===== src/rtl/core/skset_pkg.sv =====
// Shared types and constants for the sorted key set core.
// No dependencies; every other file in rtl/core uses it by scoped name.
`default_nettype none

package skset_pkg;

	localparam int CAPACITY = 1024;
	localparam int KEY_BITS = 16;
	localparam int CNT_W    = $clog2(CAPACITY + 1);

	// Hit reduction: cells are ORed in groups, then the groups are ORed.
	localparam int GRP_SZ  = 2 ** (($clog2(CAPACITY) + 1) / 2);
	localparam int GRP_CNT = (CAPACITY + GRP_SZ - 1) / GRP_SZ;

	typedef enum logic [1:0] {
		REQ_MEMBER = 2'd0,
		REQ_INSERT = 2'd1,
		REQ_DELETE = 2'd2
	} req_op_t;

	typedef enum logic [1:0] {
		ST_IDLE,
		ST_GROUP,
		ST_FOLD,
		ST_APPLY
	} state_t;

	typedef struct packed {
		logic [1:0]          req_type;
		logic [KEY_BITS-1:0] key;
	} req_t;

	typedef struct packed {
		logic             success;
		logic             full_reject;
		logic [CNT_W-1:0] entry_count;
	} rsp_t;

	// Broadcast shift commands for the cell row.
	typedef struct packed {
		logic ins;
		logic del;
	} shift_ctrl_t;

endpackage

`default_nettype wire


===== src/rtl/core/skset_hit_tree.sv =====
// Two-stage registered OR of the per-cell match flags.
// Depends on skset_pkg.
`default_nettype none

module skset_hit_tree (
	input  wire logic                           clk,
	input  wire logic [skset_pkg::CAPACITY-1:0] eq,
	output logic                                hit
);

	localparam int PAD_W = skset_pkg::GRP_CNT * skset_pkg::GRP_SZ;

	logic [PAD_W-1:0]                  eq_pad;
	logic [skset_pkg::GRP_CNT-1:0]     grp_s1;
	logic                              hit_s2;

	assign eq_pad = PAD_W'(eq);

	always_ff @(posedge clk) begin
		for (int g = 0; g < skset_pkg::GRP_CNT; g++) begin
			grp_s1[g] <= |eq_pad[g*skset_pkg::GRP_SZ +: skset_pkg::GRP_SZ];
		end
		hit_s2 <= |grp_s1;
	end

	assign hit = hit_s2;

endmodule

`default_nettype wire


===== config.mk =====
export PLATFORM = sky130hd
export DESIGN_NAME = skset_hit_tree
export DESIGN_NICKNAME = d
export VERILOG_FILES = /design/src/rtl/core/skset_pkg.sv /design/src/rtl/core/skset_hit_tree.sv
export SDC_FILE = /design/constraint.sdc
export NUM_CORES = 1
export LEC_CHECK = 0
export ABC_AREA = 1
export BUFFER_PORTS_ARGS = -buffer_cell sky130_fd_sc_hd__buf_2
export CELL_PAD_IN_SITES_DETAIL_PLACEMENT = 1
export CELL_PAD_IN_SITES_GLOBAL_PLACEMENT = 1
export CORE_AREA = 2 2 404 406
export CTS_CLUSTER_DIAMETER = 40
export DETAILED_ROUTE_END_ITERATION = 16
export DIE_AREA = 0 0 406 408
export PLACE_DENSITY = 0.36
export SKIP_CTS_REPAIR_TIMING = 1
export SYNTH_ARGS = -nofsm -noshare
export SYNTH_HDL_FRONTEND = slang
export SYNTH_SLANG_ARGS = --single-unit
export TNS_END_PERCENT = 100

===== constraint.sdc =====
create_clock -name clk -period 1 [get_ports clk]
set_input_delay 0.1 -clock clk [delete_from_list [all_inputs] [get_ports clk]]
set_output_delay 0.1 -clock clk [all_outputs]
set_load 0.005 [all_outputs]

==> summary.txt <==
Worst setup EP type - flop
Routed vias - 11700
Total Neg Setup Slack - 0 ns
Fill cells - 20400
Crit path time final - 0.992 ns
Hold Crit Start - eq[509]
RSZ-0062 raised after global routing - yes
Worst Path Arrival - 1.21 ns
Pwr Density - 464 nW/um^2
TritonCTS Buffers - 5
Post-route cell area - 15000 sq um
Initial DRT Pass Iterations - 4
Row cnt - 148
CP required - 1.22 ns
Worst rel slew slack - 0.766
Critical path fanouts, max - 1
CTS tree - built
Clock buffer depth - 2
Area Growth Syn to Fin - 128%
Max Cap Violations - 0
Wire per inst - 13.6 um
Worst setup SP type - flop
Syn Nets - 2543
Die area - 166000 sq um
GRT overflow - 0
Yosys warning count - 0
Clk Latency, worst-skew pair - 0.34 ns
Pin count of the biggest net entering global routing - 12
Final period util - 0.992
CTS HTree Levels - 2
FF-to-FF Start - grp_s1[16]
Status - complete, no violations
DRC Markers - 0
Clk pin slew, worst setup/hold paths - 0.08 ns
Cell variety after synth - 7
Vias in the first global route - 13000
Wirelength, routed - 65.1 mm
DP Wirelength - 62.5 mm
Buffers added on ports - 1025
IO Pins - 1026
Initial antenna violation count - 20
Synthesized area - 6570 sq um
Final net count - 3606
Power Total - 0.00695 W
Layout cell share with drive strength beyond 1 - 0.432
GR Util All Layers - 0.0759
Worst hold margin - 0.0639 ns
Cell count after synthesis - 1518
Core area - 162000 sq um
Max Slew Vio Count - 0
First-pass GRT wire length - 87.6 mm
HP Class - in2reg
Setup violators final - 0
Placer Congestion - 0.873
Core Util, Final - 0.0927
Mean Syn Cell Area - 4.32 sq um
Worst slew pin tran - 0.351 ns
Crit path kind - reg2reg
Routed Antenna Nets - 0
Die Y - 408 um
Cell Area, Placed - 14700 sq um
Seq cells post-synth - 33
Clk_skew - 0.0131 ns
Initial Utilization - 0.0406
Maximum vdd drop - 884 uV
Die X - 406 um
Clk root buf - clkbuf_16
Sink Count - 33
Seq/Total Area, Yosys - 0.101
CP startpoint - grp_s1[16]
DRT iter0 DRCs - 282
F_max - 1.01 GHz
Leak - 8.96 nW
Post-DR vias/cell - 2.44
Final Hold Viols - 0
-- cell type report --
| type | count | area (sq um) | area share |
|---|---|---|---|
| repair buffers | 1056 | 5390 | 0.360 |
| diodes | 15 | 37.5 | 0.00250 |
| well taps | 2175 | 2720 | 0.182 |
| clock inverters | 2 | 37.5 | 0.00250 |
| flip-flops and latches | 33 | 667 | 0.0445 |
| inverters | 528 | 1980 | 0.132 |
| multi-input cells | 957 | 4010 | 0.268 |
| clock buffers | 6 | 139 | 0.00927 |
-- cell usage after synthesis --
cell	number	area, sq um
inv_1	528	1980
nor2_1	429	1610
and2_1	66	413
nor2_2	33	206
nand2_1	396	1490
nand4_1	33	206
dfxtp_1	33	661
-- per-layer routing --
layer	vias up	routed length, um	track usage
met3	33	4300	0.0182
met4	8	936	0.0194
met1	4902	25200	0.0819
met5	-	64	0.00497
met2	479	34500	0.145
li1	6237	-	-
-- metrics by stage --
step / setup slack (ns) / std cells
global placement: -0.462 / 4749
detailed placement: -0.484 / 4749
floorplan: 0.256 / 1518
finish: 0.00821 / 4772
global route: -0.0910 / 4770
CTS: -0.516 / 4757
-- where the power goes --
group	switching, W	internal, W	leakage (nW)	total, W
logic	0.00153	0.00188	8.61	0.00341
registers	0.000000000000423	0.00131	0.266	0.00131
clock network	0.000971	0.00125	0.0832	0.00223
total	0.00250	0.00445	8.96	0.00695
-- critical path, stage by stage, from the launching register on --
cell	delay, ns
dfxtp_1	0.32
inv_1	0.11
nand2_4	0.10
nor2_4	0.12
nand2_4	0.08
nor2_1	0.09
nand2_1	0.05
-- sequential cells by signal, indices dropped and copies added, names as in the netlist --
| name | cells |
|---|---|
| hit | 1 |
| grp_s1 | 32 |
-- final timing paths --
path	end	slack [ns]	cells past startpoint
hold reg to reg	hit	0.61	6
setup reg to reg	hit	0.008	6
hold / removal	grp_s1[15]	0.06	5
setup / recovery	hit	0.008	6
-- layout by cell type, fill, tap and decap left out, drive strengths merged --
master	instances
buf	1056
inv	528
nor2	462
nand2	396
and2	66
nand4	33
dfxtp	33
diode	15
clkbuf	6
bufinv	1
clkinvlp	1
-- cells by family after synthesis --
family,count (synthesis),synth area share
simple gates,957,0.597
buf+inv,528,0.302
flops,33,0.101
Note: power is estimated with default switching activity, not from simulation.
