## config.mk

```make
export PLATFORM = sky130hd
export DESIGN_NAME = skset_cell
export DESIGN_NICKNAME = d
export VERILOG_FILES = /design/src/rtl/core/skset_pkg.sv /design/src/rtl/core/skset_cell.sv
export SDC_FILE = /design/constraint.sdc
export NUM_CORES = 1
export LEC_CHECK = 0
export BUFFER_PORTS_ARGS = -buffer_cell sky130_fd_sc_hd__buf_2
export CAP_MARGIN = 40
export CORE_ASPECT_RATIO = 2
export CORE_MARGIN = 8
export CORE_UTILIZATION = 25
export CTS_BUF_LIST = sky130_fd_sc_hd__clkbuf_4 sky130_fd_sc_hd__clkbuf_8 sky130_fd_sc_hd__clkbuf_16
export DETAILED_ROUTE_END_ITERATION = 10
export PLACE_DENSITY_LB_ADDON = 0.25
export SLEW_MARGIN = 20
export SYNTH_ARGS = -nofsm -noshare
export SYNTH_HDL_FRONTEND = slang
export SYNTH_SLANG_ARGS = --single-unit
```

## constraint.sdc

```tcl
create_clock -name clk -period 3.8 [get_ports clk]
set_input_delay 0.76 -clock clk [delete_from_list [all_inputs] [get_ports clk]]
set_output_delay 0.76 -clock clk [all_outputs]
set_load 0.1 [all_outputs]
```

## src/rtl/core/skset_pkg.sv

```systemverilog
// Shared types and constants for the sorted key set core.
// No dependencies; every other file in rtl/core uses it by scoped name.
`default_nettype none

package skset_pkg;

	localparam int CAPACITY = 1024;
	localparam int KEY_BITS = 16;
	localparam int CNT_W    = $clog2(CAPACITY + 1);

	// Hit reduction: cells are ORed in groups, then the groups are ORed.
	localparam int GRP_SZ  = 2 ** (($clog2(CAPACITY) + 1) / 2);
	localparam int GRP_CNT = (CAPACITY + GRP_SZ - 1) / GRP_SZ;

	typedef enum logic [1:0] {
		REQ_MEMBER = 2'd0,
		REQ_INSERT = 2'd1,
		REQ_DELETE = 2'd2
	} req_op_t;

	typedef enum logic [1:0] {
		ST_IDLE,
		ST_GROUP,
		ST_FOLD,
		ST_APPLY
	} state_t;

	typedef struct packed {
		logic [1:0]          req_type;
		logic [KEY_BITS-1:0] key;
	} req_t;

	typedef struct packed {
		logic             success;
		logic             full_reject;
		logic [CNT_W-1:0] entry_count;
	} rsp_t;

	// Broadcast shift commands for the cell row.
	typedef struct packed {
		logic ins;
		logic del;
	} shift_ctrl_t;

endpackage

`default_nettype wire

```

## src/rtl/core/skset_cell.sv

```systemverilog
// One cell of the sorted key row: holds a key, compares, shifts with neighbors.
// Depends on skset_pkg.
`default_nettype none

module skset_cell (
	input  wire logic                           clk,
	input  wire logic                           cmp_en,
	input  wire logic [skset_pkg::KEY_BITS-1:0] bcast_key,
	input  wire logic                           occupied,
	input  wire skset_pkg::shift_ctrl_t         ctrl,
	input  wire logic [skset_pkg::KEY_BITS-1:0] prev_key,
	input  wire logic                           prev_lt,
	input  wire logic [skset_pkg::KEY_BITS-1:0] next_key,
	output logic      [skset_pkg::KEY_BITS-1:0] key_out,
	output logic                                lt_out,
	output logic                                eq_out
);

	logic [skset_pkg::KEY_BITS-1:0] key_q;
	logic                           lt_q;
	logic                           eq_q;

	always_ff @(posedge clk) begin
		if (cmp_en) begin
			lt_q <= occupied && (key_q < bcast_key);
			eq_q <= occupied && (key_q == bcast_key);
		end
		// Cells below the insertion point hold; the rest move one place.
		if (ctrl.ins && !lt_q) begin
			key_q <= prev_lt ? bcast_key : prev_key;
		end else if (ctrl.del && !lt_q) begin
			key_q <= next_key;
		end
	end

	assign key_out = key_q;
	assign lt_out  = lt_q;
	assign eq_out  = eq_q;

endmodule

`default_nettype wire

```

==> impl_metrics.env, run 1 <==
export IMPL_cts_max_level=1
export IMPL_hold_path_class="in2reg"
export IMPL_finClkSkew_ns=0.00183
export IMPL_met2_usage=0.141
export IMPL_grt_total_usage=0.0942
export IMPL_grt_antenna_before_repair=0
export IMPL_dr_total_vias=1178
export IMPL_crit_arrival_ns=1.92
export IMPL_clk_latency_ns=0.25
export IMPL_ys_seq_elements=18
export IMPL_via_per_inst=4.48
export IMPL_placedCellCount=259
export IMPL_clk_pin_slew_worst_paths_ns=0.07
export IMPL_first_global_vias=1333
export IMPL_fp_row_count=37
export IMPL_hold_depth=1
export IMPL_io_buffers=71
export IMPL_instances_no_fill=263
export IMPL_core_um2=5050
export IMPL_avgSynthCellArea_um2=9.70
export IMPL_worstSetupPathType="in2reg"
export IMPL_r2r_cells=4
export IMPL_ant_nets=0
export IMPL_max_freq_mhz=518
export IMPL_post_cts_buffers=0
export IMPL_worst_pin_slew_ns=0.507
export IMPL_first_pass_iters=4
export IMPL_cts_buffers=3
export IMPL_syn_inst=133
export IMPL_hold_buffers=0
export IMPL_cts_num_sinks=18
export IMPL_setup_tns_ns=0
export IMPL_final_common_cell="buf_2"
export IMPL_place_hpwl_mm=3.04
export IMPL_endpoint_kind="flip-flop"
export IMPL_p_leak_nw=0.928
export IMPL_io_pins=72
export IMPL_drc_errors=0
export IMPL_drt_initial_drc_count=34
export IMPL_rrSetupSlack_ns=2.10
export IMPL_grt_pass1_wl_mm=6.03
export IMPL_reg2reg_to="lt_out"
export IMPL_required_ns=3.79
export IMPL_period_needed_ns=1.93
export IMPL_grtUsageMet1=0.119
export IMPL_outcome="finished clean"
export IMPL_synthFlopType="edfxtp_1"
export IMPL_diodes=0
export IMPL_setup_viol=0
export IMPL_synth_yosys_seq_area_share=0.419
export IMPL_syn_area_um2=1290
export IMPL_layout_common_cells="buf_2, nand2_1, edfxtp_1, inv_1, o21ai_0"
export IMPL_gp_congestion=0.725
export IMPL_hp_start="cmp_en"
export IMPL_cts_tree="built"
export IMPL_fin_util=0.349
export IMPL_drv_slew=0
export IMPL_ir_drop_v=0.000186
export IMPL_die_width_um=66.8
export IMPL_crit_fanout=3
export IMPL_finalHoldViolations=0
export IMPL_ys_async_sr_fraction=0
export IMPL_power_density_nw_per_um2=380
export IMPL_critPathLaunchType="input port"
export IMPL_die_area_um2=7850
export IMPL_ctsResizeCount=0
export IMPL_synth_net_count=203
export IMPL_grt_overflow=0
export IMPL_start_util=0.256
export IMPL_clock_tree_root_cell="clkbuf_8"
export IMPL_yosys_warnings=0
export IMPL_drive_above_1_share=0.380
export IMPL_wl_mm=3.61
export IMPL_maxCapViolations=0
export IMPL_synth_edf_count=18
export IMPL_die_y_um=118
export IMPL_clockBufferDepth=2
export IMPL_rr_startpoint="key_out[14]"
export IMPL_grt_max_degree=23
export IMPL_met3_usage=0.0458
export IMPL_slew_headroom=0.662
export IMPL_grt_busiest_layer="met2"
export IMPL_wl_per_cell_um=13.7
export IMPL_hold_end="eq_out"
export IMPL_period_share=0.508
export IMPL_grt_setup_unrepaired="false"
export IMPL_fin_nets=276
export IMPL_synthToLayoutAreaGrowth_pct=36.4
export IMPL_synthDistinctLibCells=20
==> sequential cells by signal (all words and copies together) (netlist names) <==
| name | cells |
|---|---|
| key_out | 16 |
| eq_out | 1 |
| lt_out | 1 |
==> logic make-up after synthesis <==
logic type	after synthesis	share of synthesized area
simple gates	33	0.110
mux	16	0.124
buf+inv	22	0.0698
flops	18	0.419
compound gates	28	0.122
fa+ha+maj	16	0.155
==> critical path, stage by stage <==
cell      delay, ns
buf_2          0.09
inv_1          0.04
ha_1           0.30
nand4_1        0.16
nor4_1         0.44
a211oi_1       0.13
==> metal layers <==
metal | vias to the layer above | routed length (µm)
met5 | - | 0
met4 | 0 | 14
met3 | 2 | 481
met2 | 65 | 1530
met1 | 500 | 1590
li1 | 611 | -
==> power by group <==
part	internal [mW]	switching, mW	total, mW
clock network	0.0718	0.0661	0.138
registers	0.244	0.00954	0.254
logic	0.0720	0.205	0.277
total	0.388	0.281	0.669
==> through the flow <==
| step | total power [mW] | hold slack, ns | setup slack [ns] | cell area [µm²] |
|---|---|---|---|---|
| finish | 0.669 | 0.731 | 1.87 | 1760 |
| global route | 0.710 | 0.733 | 1.79 | 1760 |
| CTS | 0.680 | 0.728 | 1.89 | 1760 |
| detailed placement | 0.539 | 0.802 | 1.62 | 1710 |
| global placement | 0.534 | 0.805 | 1.63 | 1700 |
| floorplan | 0.467 | 0.872 | 1.62 | 1290 |
==> cell type report <==
type,count,area (µm²)
fill,552,3290
multi-input combinational,93,659
sequential,18,541
timing repair buffer,73,378
tap,58,72.6
inverter,17,63.8
clock buffer,3,41.3
clock inverter,1,3.75
==> Yosys cell counts, types with 2 or more instances <==
cell      count  area share
inv_1        17       0.049
nand2b_1      2      0.0097
edfxtp_1     18        0.42
nand2_1      21       0.061
mux2i_1      16        0.12
clkbuf_1      3      0.0087
buf_4         2       0.012
nor2_1        4       0.012
nand3_1       2      0.0078
a21oi_2       2       0.014
nand4_1       2      0.0097
ha_1         16        0.16
a21oi_1       5       0.019
o21ai_0      17       0.066
==> worst max path at each step <==
stage | from | to | cells after the start
2_1_floorplan | key_out[5] | lt_out | 5
3_3_place_gp | bcast_key[15] | lt_out | 6
3_5_place_dp | bcast_key[14] | lt_out | 6
4_1_cts | bcast_key[15] | lt_out | 6
5_1_grt | bcast_key[15] | lt_out | 6
6_report | bcast_key[14] | lt_out | 6
Power figures use the tool's default switching activity.
==> run 2, diff against run 1 <==
==> constraint.sdc (replaced) <==
create_clock -name clk -period 1.8 [get_ports clk]
set_input_delay 0.36 -clock clk [delete_from_list [all_inputs] [get_ports clk]]
set_output_delay 0.36 -clock clk [all_outputs]
set_load 0.1 [all_outputs]
==> impl_metrics.env, run 2 (same netlist as run 1, synthesis figures left out) <==
export IMPL_outcome="finished clean"
export IMPL_die_y_um=118
export IMPL_wl_mm=3.68
export IMPL_clk_pin_slew_worst_paths_ns=0.07
export IMPL_fp_row_count=37
export IMPL_max_freq_mhz=579
export IMPL_grt_total_usage=0.0953
export IMPL_first_pass_iters=2
export IMPL_grt_antenna_before_repair=0
export IMPL_crit_buf_inv=0
export IMPL_die_width_um=66.8
export IMPL_drt_initial_drc_count=33
export IMPL_power_mw=1.43
export IMPL_fin_util=0.362
export IMPL_placedCellCount=260
export IMPL_clk_latency_ns=0.25
export IMPL_finalHoldViolations=0
export IMPL_start_util=0.256
export IMPL_instances_no_fill=264
export IMPL_critPathLaunchType="flip-flop"
export IMPL_maxCapViolations=0
export IMPL_ctsResizeCount=0
export IMPL_drc_errors=0
export IMPL_p_sw_uw=603
export IMPL_place_hpwl_mm=3.08
export IMPL_worst_pin_slew_ns=0.481
export IMPL_drive_above_1_share=0.408
export IMPL_hold_path_class="in2reg"
export IMPL_hold_buffers=0
export IMPL_grt_overflow=0
export IMPL_path_cells="ha_4 > nand4_1 > nor4_1 > a211oi_1"
export IMPL_finClkSkew_ns=0.00348
export IMPL_required_ns=1.78
export IMPL_synthToLayoutAreaGrowth_pct=41.4
export IMPL_grt_max_degree=33
export IMPL_fin_nets=277
export IMPL_cts_tree="built"
export IMPL_power_frac_seq=0.376
export IMPL_die_area_um2=7850
export IMPL_grt_pass1_wl_mm=6.06
export IMPL_period_needed_ns=1.73
export IMPL_slew_headroom=0.676
export IMPL_core_um2=5050
export IMPL_critical_path_top_delay_family="simple AND/OR/NAND/NOR gates"
export IMPL_wl_per_cell_um=13.9
export IMPL_io_buffers=71
export IMPL_ir_drop_v=0.000447
export IMPL_p_leak_nw=0.936
export IMPL_gp_congestion=0.744
export IMPL_cts_max_level=1
export IMPL_io_pins=72
export IMPL_cts_buffers=3
export IMPL_largest_reg_flops=16
export IMPL_clockPowerShare=0.204
export IMPL_cpMaxStageDelayCell="nor4_1"
export IMPL_diodes=0
export IMPL_post_cts_buffers=0
export IMPL_dr_total_vias=1180
export IMPL_setup_viol=0
export IMPL_comb_power_share=0.420
export IMPL_p_int_uw=832
export IMPL_grt_setup_unrepaired="false"
export IMPL_clockBufferDepth=2
export IMPL_period_share=0.960
export IMPL_first_global_vias=1315
export IMPL_final_common_cell="buf_2"
export IMPL_power_density_nw_per_um2=787
export IMPL_clock_tree_root_cell="clkbuf_8"
export IMPL_crit_arrival_ns=1.71
export IMPL_layout_common_cells="buf_2, nand2_1, edfxtp_1, inv_1, o21ai_0"
export IMPL_crit_fanout=3
export IMPL_slowest_delay_ns=0.48
export IMPL_drv_slew=0
export IMPL_switching_share=0.420
export IMPL_endpoint_kind="flip-flop"
export IMPL_ant_nets=0
export IMPL_worstSetupPathType="reg2reg"
export IMPL_cts_num_sinks=18
export IMPL_via_per_inst=4.47
[run 2: cell count changes in the layout (fill, tap and decap cells not counted), sizes merged]
| cell | previous run | this run |
|---|---|---|
| buf | 73 | 74 |
[run 2: stage by stage]
step           setup TNS [ns]  instance area [µm²]  setup WS [ns]  hold slack, ns
2_1_floorplan          -0.431                 1340         -0.280           0.472
3_3_place_gp                0                 1780         0.0612           0.594
3_5_place_dp                0                 1780         0.0608           0.593
4_1_cts                     0                 1820          0.103           0.324
5_1_grt                     0                 1820         0.0102           0.325
6_report                    0                 1820         0.0720           0.327
[run 2: power by group through the flow]
| stage | sequential (mW) | combinational, mW | clock [mW] |
|---|---|---|---|
| finish | 0.540 | 0.603 | 0.292 |
| floorplan | 0.827 | 0.175 | 0 |
| global placement | 0.547 | 0.606 | 0 |
| detailed placement | 0.550 | 0.610 | 0 |
| CTS | 0.541 | 0.612 | 0.305 |
| global route | 0.546 | 0.655 | 0.322 |
[run 2: cell type report]
type                    count  area, µm²
multi-input cells          93        712
clock buffers               3       41.3
fillers                   545       3220
clock inverters             1       3.75
flip-flops and latches     18        541
repair buffers             74        390
well taps                  58       72.6
inverters                  17       63.8
[run 2: worst paths after layout]
check	start	to	slack, ns	cells after the start
setup / recovery	key_out[11]	lt_out	0.07	4
hold reg to reg	lt_out	key_out[14]	0.85	2
hold / removal	cmp_en	eq_out	0.33	1
setup reg to reg	key_out[11]	lt_out	0.07	4
[run 2: metal layers]
| metal | routed length [µm] | global-route usage |
|---|---|---|
| met3 | 400 | 0.0353 |
| met1 | 1640 | 0.120 |
| met2 | 1620 | 0.146 |
| met5 | 0 | 0 |
| met4 | 19 | 0.0242 |
